**config.mk**
```make
export PLATFORM = sky130hd
export DESIGN_NAME = acl_regs
export DESIGN_NICKNAME = d
export VERILOG_FILES = /design/src/design/acl_pkg.sv /design/src/design/acl_regs.sv
export SDC_FILE = /design/constraint.sdc
export NUM_CORES = 1
export LEC_CHECK = 0
export BUFFER_PORTS_ARGS = -buffer_cell sky130_fd_sc_hd__buf_2
export CELL_PAD_IN_SITES_DETAIL_PLACEMENT = 0
export CELL_PAD_IN_SITES_GLOBAL_PLACEMENT = 1
export CORE_MARGIN = 4
export CORE_UTILIZATION = 34
export DETAILED_ROUTE_END_ITERATION = 10
export PLACE_DENSITY = 0.84
export SETUP_SLACK_MARGIN = 0.5
export SLEW_MARGIN = 25
export SYNTH_ARGS = -nofsm -noshare
export SYNTH_HDL_FRONTEND = slang
export SYNTH_SLANG_ARGS = --single-unit
```
**constraint.sdc**
```tcl
create_clock -name i_clk -period 4.54 [get_ports i_clk]
set_input_delay 1.135 -clock i_clk [delete_from_list [all_inputs] [get_ports i_clk]]
set_output_delay 1.135 -clock i_clk [all_outputs]
set_load 0.1 [all_outputs]
```
**src/design/acl_pkg.sv**
```systemverilog
// ----------------------------------------------------------------------------
// acl_pkg: shared types and constants for the ARP cache lookup/update block
// Payload structs, entry layout, status and register codes, reset values.
// ----------------------------------------------------------------------------
package acl_pkg;

    // Cache geometry and register port
    localparam int ENTRIES_DFLT = 128;
    localparam int PADDR_W      = 5;
    localparam int PDATA_W      = 64;
    localparam int SLOT_W       = 7;

    // Register reset values
    localparam logic [31:0] OWN_IP_RST      = 32'h0000_0000;
    localparam logic [5:0]  SUBNET_BITS_RST = 6'd24;
    localparam logic [39:0] MAX_AGE_RST     = 40'(60 * 60 * 1000);

    localparam logic [31:0] IP_ALL_ONES  = 32'hFFFF_FFFF;
    localparam logic [47:0] MAC_ALL_ONES = 48'hFFFF_FFFF_FFFF;

    // Operation codes
    localparam logic OP_LOOKUP = 1'b0;
    localparam logic OP_UPDATE = 1'b1;

    // Result status codes
    typedef enum logic [2:0] {
        ST_HIT     = 3'd0,
        ST_BCAST   = 3'd1,
        ST_MISS    = 3'd2,
        ST_STALE   = 3'd3,
        ST_WRITTEN = 3'd4
    } t_acl_status;

    // Register indexes (byte address / 8)
    typedef enum logic [1:0] {
        REG_OWN_IP      = 2'd0,
        REG_SUBNET_BITS = 2'd1,
        REG_MAX_AGE     = 2'd2
    } t_acl_reg;

    // Input item
    typedef struct packed {
        logic        op;
        logic [31:0] ip_addr;
        logic [47:0] mac_addr;
        logic [47:0] now_time;
    } t_acl_req;

    // Result item
    typedef struct packed {
        t_acl_status status;
        logic [47:0] mac_out;
        logic [6:0]  slot;
        logic        off_subnet;
    } t_acl_rsp;

    // One cache entry as stored in the RAM
    typedef struct packed {
        logic        valid;
        logic [31:0] ip;
        logic [47:0] mac;
        logic [47:0] stamp;
    } t_acl_entry;

    // Configuration registers as seen by the datapath
    typedef struct packed {
        logic [31:0] own_ip;
        logic [5:0]  subnet_bits;
        logic [39:0] max_age;
    } t_acl_cfg;

    // Controller to datapath commands
    typedef struct packed {
        logic load;   // latch the accepted item
        logic clr;    // clear the entry at the sweep address
        logic rd;     // read the entry at the scan address
        logic fin;    // form the result, write back on update
    } t_acl_ctl;

    // Datapath to controller status
    typedef struct packed {
        logic bcast;  // item at the input is a broadcast lookup
    } t_acl_sts;

endpackage

```
**src/design/acl_regs.sv**
```systemverilog
// ----------------------------------------------------------------------------
// acl_regs: configuration registers on an APB-style port
// own_ip at 0x00, subnet_bits at 0x08, max_age at 0x10; 64-bit data.
// ----------------------------------------------------------------------------
module acl_regs (
    input  logic                         i_clk,
    input  logic                         i_rst_n,
    input  logic                         psel,
    input  logic                         penable,
    input  logic                         pwrite,
    input  logic [acl_pkg::PADDR_W-1:0]  paddr,
    input  logic [acl_pkg::PDATA_W-1:0]  pwdata,
    output logic [acl_pkg::PDATA_W-1:0]  prdata,
    output logic                         pready,
    output acl_pkg::t_acl_cfg            o_cfg
);

    logic [31:0]       r_own_ip;
    logic [5:0]        r_subnet_bits;
    logic [39:0]       r_max_age;
    logic              wr_xfer;
    acl_pkg::t_acl_reg reg_idx;

    assign pready  = 1'b1;
    assign wr_xfer = psel & penable & pwrite & pready;
    assign reg_idx = acl_pkg::t_acl_reg'(paddr[4:3]);

    // Register writes
    always_ff @(posedge i_clk) begin
        if (!i_rst_n) begin
            r_own_ip      <= acl_pkg::OWN_IP_RST;
            r_subnet_bits <= acl_pkg::SUBNET_BITS_RST;
            r_max_age     <= acl_pkg::MAX_AGE_RST;
        end else if (wr_xfer) begin
            case (reg_idx)
                acl_pkg::REG_OWN_IP:      r_own_ip      <= pwdata[31:0];
                acl_pkg::REG_SUBNET_BITS: r_subnet_bits <= pwdata[5:0];
                acl_pkg::REG_MAX_AGE:     r_max_age     <= pwdata[39:0];
                default: ;
            endcase
        end
    end

    // Read mux
    always_comb begin
        case (reg_idx)
            acl_pkg::REG_OWN_IP:      prdata = {32'd0, r_own_ip};
            acl_pkg::REG_SUBNET_BITS: prdata = {58'd0, r_subnet_bits};
            acl_pkg::REG_MAX_AGE:     prdata = {24'd0, r_max_age};
            default:                  prdata = '0;
        endcase
    end

    assign o_cfg.own_ip      = r_own_ip;
    assign o_cfg.subnet_bits = r_subnet_bits;
    assign o_cfg.max_age     = r_max_age;

endmodule

```
**Word-level counts from Yosys, hierarchy flattened**

Cells that the tools add are included.

- Equality and inequality tests: 2
- Mux-type cells: 1
- Bitwise operators: 2
- Reductions and logical operators: 4

Operators with widths:

| operator | count |
|---|---|
| 40-bit one-hot mux with 3 select lines | 1 |
| 2-bit AND reduction | 3 |
| 1-bit AND | 2 |
| 2-bit by 1-bit == test with 1-bit output (second input constant) | 1 |
| 2-bit == test (second input constant) | 1 |
| 2-bit logical NOT | 1 |

- Bits of input ports: 74
- Output and inout port bits: 143
- Bits in registers: 78
- Word-level logic and storage cells: 12

**Logic depth before layout (Yosys ltp)**

- Depth in word-level cells: 3
- Gate-level depth with buffers: 6
- Gate-level depth less buffers: 3

**Worst setup path before layout**

No wires, ideal clock.

- Kind: input to output
- From: in paddr[4] (netlist name)
- To: out prdata[0] (netlist name)
- Path buffers: 2
- Arrival time: 3,786 ps
- Cell stages on the path: 4
- Required time: 3,405 ps
- Path slack: -381 ps
- Path through: buf_4 -> buf_2 -> mux2i_1 -> o21ai_0

- Word-level cells in the longest chain between the ends: 2
- Elaborated cells between the ends (all ways): 4
- Those cells by class: 2 x eq/ne; 1 x mux; 1 x reduce/logical

RTL lines:

| item | RTL line | source |
|---|---|---|
| start: declaration | acl_regs.sv:11 | `input logic [acl_pkg::PADDR_W-1:0] paddr,` |
| 2-bit == test (tied with other cells) | acl_regs.sv:46 | `case (reg_idx)` |
| 40-bit one-hot mux with 3 select lines * | acl_regs.sv:46 |  |
| end: declaration | acl_regs.sv:13 | `output logic [acl_pkg::PDATA_W-1:0] prdata,` |

Mark *: on every way between the ends. The rest lies on a longest branch, timed or not.

**Final worst setup path**

- From: in paddr[3] (netlist name)
- To: out prdata[0] (netlist name)

Same word-level chain as after synthesis.

==> impl_metrics.env <==
export IMPL_tightest_slew_ns=0.804
export IMPL_grt_antenna_before_repair=0
export IMPL_irDropWorstVdd_v=0.000209
export IMPL_clk_latency_ns=0.32
export IMPL_cts_setup_buffers=0
export IMPL_synth_top_area_share_pct=40.5
export IMPL_num_antenna_cells=0
export IMPL_die_height_microns=114
export IMPL_syn_inst=434
export IMPL_grt_pass1_wl_microns=16200
export IMPL_multiInputGateArea_sq_um=1960
export IMPL_hold_buffers=0
export IMPL_syn_avg_cell_area_sq_um=8.88
export IMPL_die_area_sq_um=13100
export IMPL_power_per_cell_area_nw_per_um2=375
export IMPL_crit_required_ns=3.40
export IMPL_max_freq_mhz=270
export IMPL_crit_fanout=15
export IMPL_root_buffer="clkbuf_16"
export IMPL_drv_cap=0
export IMPL_grt_max_degree=119
export IMPL_finalCritPeriodShare_pct=81.7
export IMPL_synth_largest_area_cell="dfxtp_1"
export IMPL_num_rows=38
export IMPL_drc=0
export IMPL_grt_overflow=0
export IMPL_grt_pass1_vias=3281
export IMPL_syn_cell_area_sq_um=3850
export IMPL_viasPerCell=4.57
export IMPL_portBuffers=164
export IMPL_fin_skew_ns=0
export IMPL_yosys_warnings=0
export IMPL_clkTransAtPathRegs_ns=0.06
export IMPL_crit_arrival_ns=2.57
export IMPL_slew_violations=0
export IMPL_slowest_stage="nor2b_1"
export IMPL_drive_above_1_share_pct=37.5
export IMPL_preCtsSetupSlack_ns=0.840
export IMPL_startpoint_type="input port"
export IMPL_ys_seq_elements=78
export IMPL_use_met1_pct=18.6
export IMPL_cellLeakagePower_uw=0.00245
export IMPL_setup_violations_final=0
export IMPL_outcome="finished clean"
export IMPL_drt_wl_total_microns=10100
export IMPL_track_usage_pct=15.2
export IMPL_cts_resized=0
export IMPL_nets=650
export IMPL_tritoncts="built"
export IMPL_hold_viol=0
export IMPL_first_pass_iters=4
export IMPL_seq_area_sq_um=1560
export IMPL_final_util_pct=47.3
export IMPL_cp_num_buf_inv=2
export IMPL_hpwlAfterDp_microns=7300
export IMPL_end_kind="output port"
export IMPL_grt_setup_unrepaired="false"
export IMPL_ios=217
export IMPL_ys_seq_area_share_pct=40.5
export IMPL_yosysUniqueCellTypes=20
export IMPL_clockBufferDepth=2
export IMPL_numCtsBuffers=9
export IMPL_initialDrtViolationCount=105
export IMPL_fillerInstances=1082
export IMPL_power_uw=1950
export IMPL_syn2layout_area_growth_pct=34.6
export IMPL_fin_ws_ns=0.831
export IMPL_critPathTopFamily="simple AND/OR/NAND/NOR gates"
export IMPL_routabilityCongestion=0.775
export IMPL_cpPeakStageDelay_ns=0.57
export IMPL_worstPathCellList="buf_2 > nor2b_1 > nand2_1 > o21ai_1 > buf_12"
export IMPL_hold_path_class="flop to flop"
export IMPL_antenna_left=0
export IMPL_synth_area_top_cells="dfxtp_1, mux2i_1, nand2_1"
export IMPL_slew_headroom_pct=46.4
export IMPL_wl_per_cell_microns=14.1
export IMPL_initial_core_util_pct=35.1
export IMPL_crit_type="input port to output port"
export IMPL_htreeDepth=3
export IMPL_busiest_layer="met2"
export IMPL_clkSinkCount=78
export IMPL_core_area_sq_um=11000
export IMPL_vias=3295
export IMPL_grt_util_met2_pct=25.1
export IMPL_grt_use_met3_pct=4.76
export IMPL_die_w_microns=114
export IMPL_post_route_min_period_ns=3.71
export IMPL_setup_tns_ns=0
export IMPL_fin_hold_ws_ns=0.472
==> flip-flops by register name, indices dropped and copies added, names as in the netlist <==
name,flops
r_subnet_bits,6
r_max_age,40
r_own_ip,32
==> logic make-up (layout without fill, tap and decap cells) <==
family,count (synthesis),count (layout),share of synthesized area (%)
buf+inv,74,198,13.0
flops,78,78,40.5
compound gates,19,19,3.31
mux,97,97,25.2
simple gates,164,164,17.8
other cells,2,25,0.195
==> Yosys cell counts (all sizes together) <==
master,count
conb,2
clkbuf,14
and2,10
nor2b,2
and3,1
dfxtp,78
o211ai,13
nand3,13
nand2,111
nor2,26
mux2i,97
buf,47
o21ai,6
inv,13
nor3b,1
==> report_power, final <==
part / internal, uW / total (uW) / switching (uW)
Sequential: 694 / 702 / 7.23
Combinational: 60.8 / 361 / 300
Clock: 607 / 886 / 279
==> through the flow <==
stage / area, sq um / cells
global route: 5190 / 721
finish: 5190 / 721
floorplan: 4020 / 457
detailed placement: 4810 / 705
global placement: 4810 / 705
CTS: 5190 / 721
==> final timing paths <==
path | slack (ns) | cells after the start | from | end
worst max-delay path | 0.83 | 5 | paddr[3] | prdata[0]
worst min-delay path | 0.47 | 2 | r_own_ip[17] | r_own_ip[17]
worst max register to register | 3.88 | 2 | r_own_ip[24] | r_own_ip[24]
worst min register to register | 0.47 | 2 | r_own_ip[17] | r_own_ip[17]
==> layer usage <==
layer	share of wire, %	up-vias
met5	0	-
met4	1.1	0
met1	43	1511
met3	9.1	10
met2	47	123
li1	-	1651
==> cells in the final DEF (no fill, tap or decap) <==
| cell type | synthesis | layout |
|---|---|---|
| mux2i_1 | 97 | 97 |
| o211ai_1 | 13 | 13 |
| buf_6 | 8 | 1 |
| nand2_1 | 111 | 111 |
| o21ai_2 | 0 | 3 |
| dfxtp_1 | 78 | 78 |
| nor2b_1 | 2 | 1 |
| buf_2 | 7 | 149 |
| clkinv_2 | 0 | 1 |
| and3_4 | 1 | 1 |
| clkinvlp_4 | 0 | 1 |
| and2_1 | 9 | 9 |
| buf_12 | 3 | 14 |
| clkbuf_16 | 0 | 9 |
| nand3_1 | 13 | 13 |
| clkbuf_8 | 0 | 1 |
| and2_4 | 1 | 1 |
| conb_1 | 2 | 25 |
| inv_1 | 13 | 13 |
| o21ai_1 | 0 | 3 |
| bufinv_16 | 0 | 4 |
| nor2_2 | 0 | 26 |
| buf_4 | 28 | 5 |
| nor3b_4 | 1 | 1 |
| nor2b_2 | 0 | 1 |
==> worst reg2reg max path, cell delays in order (launching register included) <==
cell	delay, ns
dfxtp_1	0.35
nand2_1	0.07
mux2i_1	0.17
==> layout make-up <==
| type | instances | share of cell area, % |
|---|---|---|
| clock inverter | 6 | 2.56 |
| tap | 140 | 3.38 |
| sequential | 78 | 30.1 |
| clock buffer | 10 | 4.60 |
| multi-input combinational | 305 | 37.7 |
| inverter | 13 | 0.940 |
| timing repair buffer | 169 | 20.7 |
No activity file was read; power rests on OpenSTA's default activity.
