[src/design/acl_pkg.sv]
// ----------------------------------------------------------------------------
// acl_pkg: shared types and constants for the ARP cache lookup/update block
// Payload structs, entry layout, status and register codes, reset values.
// ----------------------------------------------------------------------------
package acl_pkg;

    // Cache geometry and register port
    localparam int ENTRIES_DFLT = 128;
    localparam int PADDR_W      = 5;
    localparam int PDATA_W      = 64;
    localparam int SLOT_W       = 7;

    // Register reset values
    localparam logic [31:0] OWN_IP_RST      = 32'h0000_0000;
    localparam logic [5:0]  SUBNET_BITS_RST = 6'd24;
    localparam logic [39:0] MAX_AGE_RST     = 40'(60 * 60 * 1000);

    localparam logic [31:0] IP_ALL_ONES  = 32'hFFFF_FFFF;
    localparam logic [47:0] MAC_ALL_ONES = 48'hFFFF_FFFF_FFFF;

    // Operation codes
    localparam logic OP_LOOKUP = 1'b0;
    localparam logic OP_UPDATE = 1'b1;

    // Result status codes
    typedef enum logic [2:0] {
        ST_HIT     = 3'd0,
        ST_BCAST   = 3'd1,
        ST_MISS    = 3'd2,
        ST_STALE   = 3'd3,
        ST_WRITTEN = 3'd4
    } t_acl_status;

    // Register indexes (byte address / 8)
    typedef enum logic [1:0] {
        REG_OWN_IP      = 2'd0,
        REG_SUBNET_BITS = 2'd1,
        REG_MAX_AGE     = 2'd2
    } t_acl_reg;

    // Input item
    typedef struct packed {
        logic        op;
        logic [31:0] ip_addr;
        logic [47:0] mac_addr;
        logic [47:0] now_time;
    } t_acl_req;

    // Result item
    typedef struct packed {
        t_acl_status status;
        logic [47:0] mac_out;
        logic [6:0]  slot;
        logic        off_subnet;
    } t_acl_rsp;

    // One cache entry as stored in the RAM
    typedef struct packed {
        logic        valid;
        logic [31:0] ip;
        logic [47:0] mac;
        logic [47:0] stamp;
    } t_acl_entry;

    // Configuration registers as seen by the datapath
    typedef struct packed {
        logic [31:0] own_ip;
        logic [5:0]  subnet_bits;
        logic [39:0] max_age;
    } t_acl_cfg;

    // Controller to datapath commands
    typedef struct packed {
        logic load;   // latch the accepted item
        logic clr;    // clear the entry at the sweep address
        logic rd;     // read the entry at the scan address
        logic fin;    // form the result, write back on update
    } t_acl_ctl;

    // Datapath to controller status
    typedef struct packed {
        logic bcast;  // item at the input is a broadcast lookup
    } t_acl_sts;

endpackage

[src/design/acl_ctrl.sv]
// ----------------------------------------------------------------------------
// acl_ctrl: sequencer for the ARP cache
// Clears the table after reset, then runs one full table scan per item; a broadcast lookup skips the scan.
// ----------------------------------------------------------------------------
module acl_ctrl #(
    parameter int ENTRIES = acl_pkg::ENTRIES_DFLT,
    localparam int AW = $clog2(ENTRIES)
) (
    input  logic              i_clk,
    input  logic              i_rst_n,
    input  logic              start,
    output logic              busy,
    input  acl_pkg::t_acl_sts i_sts,
    output acl_pkg::t_acl_ctl o_ctl,
    output logic [AW-1:0]     o_addr
);

    localparam logic [AW-1:0] LAST = AW'(ENTRIES - 1);

    typedef enum logic [2:0] {
        S_CLEAR,
        S_IDLE,
        S_SCAN,
        S_DRAIN,
        S_FINISH
    } t_state;

    t_state        r_state;
    logic [AW-1:0] r_addr;
    logic          accept;

    assign accept = (r_state == S_IDLE) & start;

    // State and sweep/scan address
    always_ff @(posedge i_clk) begin
        if (!i_rst_n) begin
            r_state <= S_CLEAR;
            r_addr  <= '0;
        end else begin
            case (r_state)
                S_CLEAR: begin
                    if (r_addr == LAST) begin
                        r_addr  <= '0;
                        r_state <= S_IDLE;
                    end else begin
                        r_addr <= r_addr + 1'b1;
                    end
                end
                S_IDLE: begin
                    r_addr <= '0;
                    if (start) begin
                        r_state <= i_sts.bcast ? S_FINISH : S_SCAN;
                    end
                end
                S_SCAN: begin
                    if (r_addr == LAST) begin
                        r_addr  <= '0;
                        r_state <= S_DRAIN;
                    end else begin
                        r_addr <= r_addr + 1'b1;
                    end
                end
                S_DRAIN:  r_state <= S_FINISH;
                S_FINISH: r_state <= S_IDLE;
                default:  r_state <= S_IDLE;
            endcase
        end
    end

    // Command decode
    assign o_ctl.load = accept;
    assign o_ctl.clr  = (r_state == S_CLEAR);
    assign o_ctl.rd   = (r_state == S_SCAN);
    assign o_ctl.fin  = (r_state == S_FINISH);
    assign o_addr     = r_addr;
    assign busy       = (r_state != S_IDLE);

endmodule

[config.mk]
export PLATFORM = sky130hd
export DESIGN_NAME = acl_ctrl
export DESIGN_NICKNAME = d
export VERILOG_FILES = /design/src/design/acl_pkg.sv /design/src/design/acl_ctrl.sv
export SDC_FILE = /design/constraint.sdc
export NUM_CORES = 1
export LEC_CHECK = 0
export ABC_AREA = 1
export BUFFER_PORTS_ARGS = -buffer_cell sky130_fd_sc_hd__buf_2
export CAP_MARGIN = 20
export CORE_AREA = 4 4 41 43
export DETAILED_ROUTE_END_ITERATION = 8
export DIE_AREA = 0 0 45 47
export PLACE_DENSITY = 0.73
export SYNTH_ARGS = -nofsm -noshare
export SYNTH_HDL_FRONTEND = slang
export SYNTH_SLANG_ARGS = --single-unit
[constraint.sdc]
create_clock -name i_clk -period 2.19 [get_ports i_clk]
set_input_delay 0.219 -clock i_clk [delete_from_list [all_inputs] [get_ports i_clk]]
set_output_delay 0.219 -clock i_clk [all_outputs]
set_load 0.02 [all_outputs]
# [After elaboration in Yosys (flattened, before gate mapping)]
# Cells that the tools add are included.
[word_totals] output_inout_bits=12 regBits=10 in_bits=4 wordCells=24
[classes] n_mux=7 n_eq_ne=9 bitwise=1 reduce_logical=4 addsub=1
[op_table] operator="$pmux 7 s2" n=1
[op_table] operator="$mux 3" n=4
[op_table] operator="$pmux 3 s4" n=1
[op_table] operator="$add 7x1->7 const B" n=1
[op_table] operator="$eq 7x7->1 const B" n=1
[op_table] operator="$mux 7" n=1
[op_table] operator="$eq 3x2->1 const B" n=2
[op_table] operator="$ne 2x1->1 const B" n=2
[op_table] operator="$eq 3x1->1 const B" n=1
[op_table] operator="$eq 3x3->1 const B" n=1
[op_table] operator="$logic_not 3->1" n=1
[op_table] operator="$ne 3x1->1 const B" n=1
[op_table] operator="$reduce_and 3->1" n=1
[op_table] operator="$ne 2x2->1 const B" n=1
[op_table] operator="$reduce_bool 2->1" n=1
[op_table] operator="$reduce_or 2->1" n=1
[op_table] operator="$and 1x1->1" n=1

# [Depth between registers and ports, before layout]
# Gate-level depths: netlist (run 1).
[depth] word_depth=3 mapped_depth=8 mapped_depth_nobuf=8

# [Worst setup path after synthesis (run 1)]
# OpenSTA, ideal clock, no wires.
[synth_timing] path_type="register to register" start="register r_addr[1], in the netlist o_addr[1]" end="register r_addr[3], in the netlist o_addr[3]" path_buffers=0 path_stages_with_launch=9 required_ps=2075 t_arrival_ps=1202 setup_ps=115 setup_slack_ps=873 synth_period_minus_slack_ps=1317 path_cell_list="dfxtp_1 > ha_1 > nand2_1 > nor2_2 > nand2_1 > nand2_2 > nand2_1 > nand2_1 > a21oi_2"
[synth_via] elab_chain_len=3 word_cells_on_any_way=4 classes_between="add/sub (1); eq/ne (1); mux (2)"
[synth_rtl] item="start: declaration" line_no="acl_ctrl.sv:29" source="logic [AW-1:0] r_addr;"
[synth_rtl] item="start signal: assignment" line_no="acl_ctrl.sv:46" source="r_addr <= r_addr + 1'b1;"
[synth_rtl] item="start signal: assignment" line_no="acl_ctrl.sv:60" source="r_addr <= r_addr + 1'b1;"
[synth_rtl] item="$add 7x1->7 or $eq 7x7->1 (tied branches)"
[synth_rtl] item="$mux 7 (*)" line_no="acl_ctrl.sv:42, acl_ctrl.sv:56"
[synth_rtl] item="$pmux 7 s2 (*)" line_no="acl_ctrl.sv:40" source="case (r_state)"
# Mark *: on every way between the ends. The rest lies on a longest branch, timed or not.
# A chain may end at the register's enable or synchronous reset.

==> impl_metrics.py, run 1 <==
metrics = {
    "route": {
        "drc": 0,
        "via_per_inst": 4.71,
        "drtAntennaViolNets": 0,
        "drt_iter0_markers": 11,
        "via_count": 556,
        "wl_um": 1200,
        "routedWlPerCell_um": 10.2,
        "drtPass1Iterations": 4,
    },
    "timing": {
        "rsz0062_at_grt": "no",
        "setup_viol": 0,
        "holdWs_ns": 0.229,
        "finalCriticalPeriod_ns": 1.44,
        "slew_headroom": 0.842,
        "hold_violations": 0,
        "timing.final.crit_share": 0.656,
        "max_freq_mhz": 696,
        "final_max_slew_viol_count": 0,
        "worst_pin_slew_ns": 0.235,
        "clock_skew_ns": 0.00494,
        "final.setup.tns_ns": 0,
    },
    "global_routing": {
        "grt_use_total": 0.132,
        "grt_max_degree": 8,
        "grt_pass1_wl_um": 2020,
        "grt_pass1_vias": 498,
        "grt-ovfl-total": 0,
        "antenna_found_initial": 0,
    },
    "setup_path": {
        "crit_chain": "inv_1, nor2_2, nand2_2, nor2_1, buf_2",
        "critPathMaxFanout": 4,
        "path_class": "flop to output pin",
        "crit_path_max_incr_delay_ns": 0.41,
        "worst_setup_path_end_kind": "output pin",
        "crit_path_end": "o_ctl[3]",
        "r2r_end": "o_addr[3]",
        "rr_worst_depth": 8,
        "slowest_stage": "dfxtp_1",
        "crit_required_ns": 1.97,
        "worstReg2RegStart": "o_addr[1]",
        "rrSetupSlack_ns": 0.91,
        "cp-startpoint": "r_state[0]",
        "arrival_ns": 1.22,
        "startpoint_type": "flop",
    },
    "run_status": {
        "status": "complete, no violations",
    },
    "floorplan": {
        "start_util": 0.447,
        "pin_count": 16,
        "die_area_um2": 2120,
        "fp.dieH_um": 47,
        "core_um2": 1300,
        "rows": 13,
        "die_x_um": 45,
    },
    "place": {
        "dpl.hpwl_um": 982,
        "io_buffers": 15,
        "gp_congestion": 0.759,
    },
    "finish": {
        "n_antenna_cell": 0,
        "nets": 110,
        "area_delta_synth_final_pct": 18.7,
        "layout-drive-gt1-share": 0.330,
        "fillerInstances": 148,
        "fin_util": 0.531,
    },
    "clocking": {
        "cts_tree": "done",
        "cts.clk_slew.worst_paths_ns": 0.07,
        "cts_hold_buf": 0,
        "htree_levels": 1,
        "cts_root_buf": "clkbuf_4",
        "ctsResizeCount": 0,
        "cts_buffer_depth": 2,
        "clock_latency_ns": 0.27,
        "cts_buffers": 3,
        "clock-sinks": 10,
        "post_cts_buffers": 0,
    },
    "synth": {
        "netlist_area_um2": 582,
        "ys_seq_area_frac": 0.344,
        "yosysUniqueCellTypes": 22,
        "avgSynthCellArea_um2": 6.77,
        "yosysWarnings": 0,
        "syn_inst": 86,
        "synth_nets": 91,
        "ys_ff_latch": 10,
    },
    "hold_path": {
        "hold_path_class": "primary input to flop",
        "hold_depth": 3,
    },
    "power_and_ir_drop": {
        "cellLeakagePower_nw": 0.307,
        "powerDensity_nw_per_um2": 509,
        "vdd_ir_drop_max_mv": 0.298,
        "totalPowerFinal_uw": 352,
    },
    "run": {
        "cap_viol_max_count": 0,
    },
}
-- cells by family after synthesis --
| kind of cell | share of synthesized area |
|---|---|
| flops | 0.344 |
| buf+inv | 0.110 |
| fa+ha+maj | 0.0215 |
| simple gates | 0.404 |
| compound gates | 0.120 |
-- cells in the mapped netlist --
cell,n,area share
ha_1,1,0.022
nand2_1,24,0.15
nand3_2,1,0.017
dfxtp_1,10,0.34
o21ai_0,1,0.0086
nand3_1,4,0.034
buf_4,1,0.013
nand4_1,1,0.011
o21ai_1,2,0.017
inv_1,13,0.084
inv_2,2,0.013
nor2_4,2,0.039
nor3_2,1,0.017
or2_1,1,0.011
a22oi_1,1,0.013
nor3_1,1,0.0086
a21oi_1,6,0.052
nor2_1,4,0.026
nand2_2,3,0.032
or2_2,1,0.011
nor2_2,4,0.043
a21oi_2,2,0.030
-- state kept, by name, indices dropped and copies added, names as in the netlist --
signal   flops
r_state      3
o_addr       7
-- critical path: cells and delay by family (launching register included) --
family        cells  cell delay (ns)
flops             1             0.41
simple gates      3             0.30
buf+inv           2             0.23
-- power by group --
group          total [mW]  switching [mW]  internal, mW
clock               0.127          0.0633        0.0635
sequential          0.192         0.00518         0.187
combinational      0.0330          0.0199        0.0131
-- area by class of cell --
cell class | instances | area, µm² | area share
Clock buffer | 3 | 22.5 | 0.0326
Inverter | 15 | 56.3 | 0.0815
Multi-Input combinational cell | 60 | 318 | 0.460
Sequential cell | 10 | 200 | 0.290
Tap cell | 15 | 18.8 | 0.0272
Timing Repair Buffer | 15 | 75.1 | 0.109
-- cell usage in the layout (no fill, tap or decap), drive strengths merged --
cell | netlist | layout
a21oi | 8 | 8
nor2 | 10 | 10
o21ai | 3 | 3
ha | 1 | 1
dfxtp | 10 | 10
nand3 | 5 | 5
inv | 15 | 15
clkbuf | 0 | 3
nand4 | 1 | 1
nor3 | 2 | 2
or2 | 2 | 2
buf | 1 | 15
nand2 | 27 | 27
a22oi | 1 | 1
-- metrics by stage --
step / worst slack (ns) / std cells / instance area [µm²]
floorplan: 0.873 / 86 / 582
global placement: 0.992 / 115 / 668
detailed placement: 0.940 / 115 / 668
CTS: 0.742 / 118 / 691
global route: 0.686 / 118 / 691
finish: 0.753 / 118 / 691
-- layer usage --
layer / track usage / part of all wire
met1: 0.166 / 0.49
met2: 0.203 / 0.41
met3: 0.0268 / 0.068
met4: 0.0877 / 0.026
met5: 0 / 0
-- worst min-delay path by stage --
stage	startpoint	endpoint	slack [ns]
global placement	o_addr[6]	o_addr[6]	0.48
CTS	i_rst_n	o_addr[4]	0.23
global route	i_rst_n	o_addr[4]	0.26
floorplan	i_rst_n	o_addr[0]	0.36
finish	i_rst_n	o_addr[4]	0.23
detailed placement	o_addr[6]	o_addr[6]	0.49
Note: power is estimated with default switching activity, not from simulation.
==> run 2: changes to the inputs <==
--- a/config.mk
+++ b/config.mk
@@ -5,13 +5,13 @@
 export SDC_FILE = /design/constraint.sdc
 export NUM_CORES = 1
 export LEC_CHECK = 0
-export ABC_AREA = 1
+export ABC_AREA = 0
 export BUFFER_PORTS_ARGS = -buffer_cell sky130_fd_sc_hd__buf_2
 export CAP_MARGIN = 20
 export CORE_AREA = 4 4 41 43
 export DETAILED_ROUTE_END_ITERATION = 8
 export DIE_AREA = 0 0 45 47
-export PLACE_DENSITY = 0.73
+export PLACE_DENSITY = 0.68
 export SYNTH_ARGS = -nofsm -noshare
 export SYNTH_HDL_FRONTEND = slang
 export SYNTH_SLANG_ARGS = --single-unit
==> constraint.sdc (replaced) <==
create_clock -name i_clk -period 1.4 [get_ports i_clk]
set_input_delay 0.14 -clock i_clk [delete_from_list [all_inputs] [get_ports i_clk]]
set_output_delay 0.14 -clock i_clk [all_outputs]
set_load 0.02 [all_outputs]
==> run 2 against run 1 <==
Against the previous run: global-route usage shrank 0.45 points; sequential power grew 54%; hold slack lost 0.067 ns; register-to-register slack lost 0.85 ns; via count shrank 4.0%; clock-buffer cell count is the same; synthesized cell count shrank 26%; core utilization shrank 0.77 points; cell area shrank 1.4%; critical path depth shrank 2; largest cell class unchanged.
==> impl_metrics.py, run 2 <==
metrics = {
    "run_status": {
        "status": "complete, no violations",
    },
    "place": {
        "place_ws_ns": 0.117,
        "gp_congestion": 0.819,
        "dpl.hpwl_um": 907,
        "io_buffers": 15,
    },
    "global_routing": {
        "grt.met2_usage": 0.209,
        "grt_max_degree": 8,
        "use_met1": 0.157,
        "grtUsageMet3": 0.0307,
        "grt_pass1_vias": 491,
        "busiest_layer": "met2",
        "grt-ovfl-total": 0,
        "grt_pass1_wl_um": 2000,
        "grt_use_total": 0.127,
        "antenna_found_initial": 0,
    },
    "run": {
        "cap_viol_max_count": 0,
    },
    "floorplan": {
        "start_util": 0.402,
        "pin_count": 16,
        "rows": 13,
        "fp.dieH_um": 47,
        "core_um2": 1300,
        "die_area_um2": 2120,
        "die_x_um": 45,
    },
    "finish": {
        "largest_register_ff_count": 7,
        "n_antenna_cell": 0,
        "fin_util": 0.523,
        "layout_commonest_cell": "buf_2",
        "layout_common_cells": "buf_2, a21oi_1, dfxtp_1",
        "layout-drive-gt1-share": 0.386,
        "nets": 90,
        "area_delta_synth_final_pct": 30.1,
    },
    "power_and_ir_drop": {
        "cellLeakagePower_nw": 0.313,
        "p_seq_frac": 0.555,
        "vdd_ir_drop_max_mv": 0.410,
        "comb_power_share": 0.095,
        "powerDensity_nw_per_um2": 784,
        "clkPwrFrac": 0.351,
        "switching_power_uw": 126,
        "switching_share": 0.236,
        "power.internal_uw": 408,
    },
    "timing": {
        "rsz0062_at_grt": "yes",
        "final.setup.tns_ns": 0,
        "worst_pin_slew_ns": 0.273,
        "max_freq_mhz": 731,
        "hold_violations": 0,
        "finalCriticalPeriod_ns": 1.37,
        "final_max_slew_viol_count": 0,
        "clock_skew_ns": 0.00682,
        "fin_ws_ns": 0.0314,
        "slew_headroom": 0.817,
        "setup_viol": 0,
        "timing.final.crit_share": 0.978,
        "holdWs_ns": 0.162,
    },
    "synth": {
        "synth_nets": 69,
        "yosysWarnings": 0,
        "synth_edf_count": 0,
        "yosys-top-cells-count": "dfxtp_1, a21oi_1, nor2_1",
        "synthTopCellsByArea": "dfxtp_1, a21oi_1, nor2_1",
        "avgSynthCellArea_um2": 8.17,
        "syn_inst": 64,
        "synthFlopType": "dfxtp_1",
        "yosysUniqueCellTypes": 32,
        "ys_seq_area_frac": 0.383,
        "netlist_area_um2": 523,
        "yosys.cell_count.top_type": "dfxtp_1",
        "yosysTopAreaCellShare": 0.383,
        "async_reset_ff_frac": 0,
        "yosys.area.top_type": "dfxtp_1",
        "ys_ff_latch": 10,
    },
    "route": {
        "wl_um": 1160,
        "via_count": 534,
        "drtAntennaViolNets": 0,
        "drt_iter0_markers": 7,
        "via_per_inst": 5.45,
        "drtPass1Iterations": 4,
        "drc": 0,
        "routedWlPerCell_um": 11.8,
    },
    "setup_path": {
        "startpoint_type": "flop",
        "critPathMaxFanout": 6,
        "arrival_ns": 1.23,
        "crit_required_ns": 1.26,
        "worst_setup_path_end_kind": "output pin",
        "path_class": "flop to output pin",
    },
    "clocking": {
        "htree_levels": 1,
        "cts_buffer_depth": 2,
        "cts_tree": "done",
        "cts.clk_slew.worst_paths_ns": 0.06,
        "clock_latency_ns": 0.26,
        "cts_buffers": 3,
        "clock-sinks": 10,
        "cts_root_buf": "clkbuf_4",
    },
    "hold_path": {
        "hold_path_class": "primary input to flop",
    },
}
-- run 2: worst max-delay path, stage by stage (launching register included) --
cell and delay (ns):
dfxtp_4 0.36, or3_4 0.41, nor2_4 0.09, buf_6 0.11
-- run 2: through the flow --
step           std cells  total power, mW  cell area [µm²]
2_1_floorplan         64            0.335              527
3_3_place_gp          94            0.355              623
3_5_place_dp          94            0.356              623
4_1_cts               98            0.545              661
5_1_grt               98            0.562              681
6_report              98            0.534              681
-- run 2: final cells by class --
cell class | count | area, µm²
fillers | 129 | 621
multi-input cells | 47 | 300
flip-flops and latches | 10 | 209
repair buffers | 20 | 119
clock buffers | 3 | 22.5
well taps | 15 | 18.8
inverters | 3 | 11.3
-- run 2: logic make-up (layout without fill, tap and decap cells) --
family / Yosys count / in the layout / synth area share
DFF: 10 / 10 / 0.383
AOI/OAI and AO/OA: 16 / 16 / 0.191
buffers and inverters: 7 / 26 / 0.0741
and+or+nand+nor: 29 / 29 / 0.309
adders and majority gates: 1 / 1 / 0.0239
muxes: 1 / 1 / 0.0191
-- run 2: power by group through the flow --
stage / logic [mW] / clock network (mW) / registers (mW)
4_1_cts: 0.0500 / 0.197 / 0.298
3_5_place_dp: 0.0498 / 0 / 0.306
5_1_grt: 0.0581 / 0.207 / 0.297
6_report: 0.0505 / 0.187 / 0.296
3_3_place_gp: 0.0494 / 0 / 0.306
2_1_floorplan: 0.0207 / 0 / 0.315
-- run 2: layer usage --
| layer | up-vias | part of all wire |
|---|---|---|
| met5 | - | 0 |
| met4 | 0 | 0.012 |
| met3 | 4 | 0.081 |
| met2 | 20 | 0.46 |
| met1 | 234 | 0.45 |
| li1 | 276 | - |
-- run 2: worst paths after layout --
path / slack [ns] / depth (start not counted) / startpoint / to
worst max-delay path: 0.03 / 3 / r_state[1] / o_ctl[3]
worst min register to register: 0.51 / 2 / o_addr[5] / o_addr[5]
worst min-delay path: 0.16 / 3 / i_rst_n / o_addr[5]
worst max register to register: 0.06 / 4 / r_state[0] / o_addr[5]
-- run 2: repair_timing --
action,4_1_cts,5_1_grt
setup buffers,1,0
gates resized for setup,4,7
hold buffers,0,0
setup endpoints to repair,2,4
==> run 3: changes to the inputs <==
--- a/config.mk
+++ b/config.mk
@@ -8,9 +8,9 @@
 export ABC_AREA = 0
 export BUFFER_PORTS_ARGS = -buffer_cell sky130_fd_sc_hd__buf_2
 export CAP_MARGIN = 20
-export CORE_AREA = 4 4 41 43
+export CORE_AREA = 2 2 39 41
 export DETAILED_ROUTE_END_ITERATION = 8
-export DIE_AREA = 0 0 45 47
+export DIE_AREA = 0 0 41 43
 export PLACE_DENSITY = 0.68
 export SYNTH_ARGS = -nofsm -noshare
 export SYNTH_HDL_FRONTEND = slang
==> constraint.sdc (replaced) <==
create_clock -name i_clk -period 1.6 [get_ports i_clk]
set_input_delay 0.16 -clock i_clk [delete_from_list [all_inputs] [get_ports i_clk]]
set_output_delay 0.16 -clock i_clk [all_outputs]
set_load 0.02 [all_outputs]
==> run 3 against run 2 <==
Against the previous run: power shrank 12%; clock-buffer cell count is the same; sequential share of layout area grew 1.3 points; sequential cell count is the same.
==> impl_metrics.py, run 3 (synthesis results as in run 2) <==
metrics = {
    "finish": {
        "multi_input_area_um2": 288,
        "fillerInstances": 144,
        "largest_register_ff_count": 7,
        "fin_util": 0.461,
        "layout_commonest_cell": "buf_2",
        "n_antenna_cell": 0,
        "nets": 87,
        "fin_area_um2": 638,
        "layout-drive-gt1-share": 0.300,
        "area_delta_synth_final_pct": 22.0,
        "layout_common_cells": "buf_2, dfxtp_1, a21oi_1",
        "seqCellArea_um2": 204,
    },
    "timing": {
        "timing.final.crit_share": 0.916,
        "final_max_slew_viol_count": 0,
        "max_freq_mhz": 682,
        "hold_violations": 0,
        "worst_pin_slew_ns": 0.341,
        "finalCriticalPeriod_ns": 1.47,
        "slew_headroom": 0.773,
        "final.setup.tns_ns": 0,
        "clock_skew_ns": 0.00623,
        "setup_viol": 0,
        "rsz0062_at_grt": "no",
    },
    "floorplan": {
        "fp.dieH_um": 43,
        "pin_count": 16,
        "rows": 14,
        "die_x_um": 41,
        "die_area_um2": 1760,
        "start_util": 0.378,
        "core_um2": 1380,
    },
    "hold_path": {
        "hold_path_class": "primary input to flop",
    },
    "setup_path": {
        "crit_path_max_incr_delay_ns": 0.38,
        "arrival_ns": 1.31,
        "rrSetupSlack_ns": 0.27,
        "critPathMaxFanout": 8,
        "path_class": "flop to output pin",
        "startpoint_type": "flop",
        "cp_top_family": "simple AND/OR/NAND/NOR gates",
        "slowest_stage": "dfxtp_4",
        "worst_setup_path_end_kind": "output pin",
        "crit_buf_inv": 2,
        "crit_chain": "inv_1, or3_4, nor2_1, buf_4",
        "crit_required_ns": 1.44,
    },
    "power_and_ir_drop": {
        "totalPowerFinal_uw": 470,
        "p_seq_frac": 0.556,
        "vdd_ir_drop_max_mv": 0.436,
        "power.internal_uw": 358,
        "clkPwrFrac": 0.352,
        "cellLeakagePower_nw": 0.297,
        "powerDensity_nw_per_um2": 737,
        "comb_power_share": 0.092,
        "switching_share": 0.238,
        "switching_power_uw": 112,
    },
    "global_routing": {
        "grt_pass1_wl_um": 1860,
        "antenna_found_initial": 0,
        "grt_pass1_vias": 443,
        "grt_max_degree": 11,
        "grt_use_total": 0.155,
        "grt-ovfl-total": 0,
    },
    "clocking": {
        "cts_tree": "done",
        "cts_hold_buf": 0,
        "cts.clk_slew.worst_paths_ns": 0.06,
        "ctsResizeCount": 2,
        "clock-sinks": 10,
        "htree_levels": 1,
        "clock_latency_ns": 0.26,
        "cts_buffer_depth": 2,
        "post_cts_buffers": 0,
        "cts_buffers": 3,
        "cts_root_buf": "clkbuf_4",
    },
    "place": {
        "dpl_cell_area_um2": 606,
        "dpl.hpwl_um": 890,
        "io_buffers": 15,
        "gp_congestion": 0.736,
    },
    "route": {
        "wl_um": 1180,
        "drt_iter0_markers": 5,
        "drtAntennaViolNets": 0,
        "drc": 0,
        "routedWlPerCell_um": 12.3,
        "via_per_inst": 5.52,
        "via_count": 530,
        "drtPass1Iterations": 4,
    },
    "run_status": {
        "status": "complete, no violations",
    },
    "run": {
        "cap_viol_max_count": 0,
    },
}
## run 3: stage by stage
| stage | setup WS (ns) | std cells | hold WS [ns] |
|---|---|---|---|
| floorplan | 0.157 | 64 | 0.315 |
| global placement | 0.218 | 93 | 0.456 |
| detailed placement | 0.178 | 93 | 0.468 |
| CTS | 0.0110 | 96 | 0.198 |
| global route | 0.0424 | 96 | 0.234 |
| finish | 0.134 | 96 | 0.203 |
## run 3: cell type report
cell class	instances	area share
tap	16	0.0314
multi-input combinational	47	0.451
inverter	3	0.0176
timing repair buffer	17	0.145
clock buffer	3	0.0353
sequential	10	0.320
## run 3: power by group through the flow
stage / sequential [mW] / clock (mW) / combinational, mW
floorplan: 0.275 / 0 / 0.0181
global placement: 0.268 / 0 / 0.0428
detailed placement: 0.268 / 0 / 0.0433
CTS: 0.261 / 0.169 / 0.0437
global route: 0.262 / 0.184 / 0.0479
finish: 0.261 / 0.166 / 0.0432
## run 3: tightest hold or removal path, cell delays in order
cell and delay [ns]:
buf_2 0.11, nand3_1 0.07, nand3_1 0.08
## run 3: worst paths after layout
path              start          to  cells past startpoint
max          r_state[0]    o_ctl[3]                      4
min             i_rst_n   o_addr[5]                      3
max reg2reg   o_addr[0]   o_addr[4]                      4
min reg2reg   o_addr[6]  r_state[0]                      2
## run 3: layer usage
layer | GRT usage | share of wire
met1 | 0.215 | 0.48
met2 | 0.203 | 0.42
met3 | 0.0419 | 0.076
met4 | 0.100 | 0.030
met5 | 0 | 0
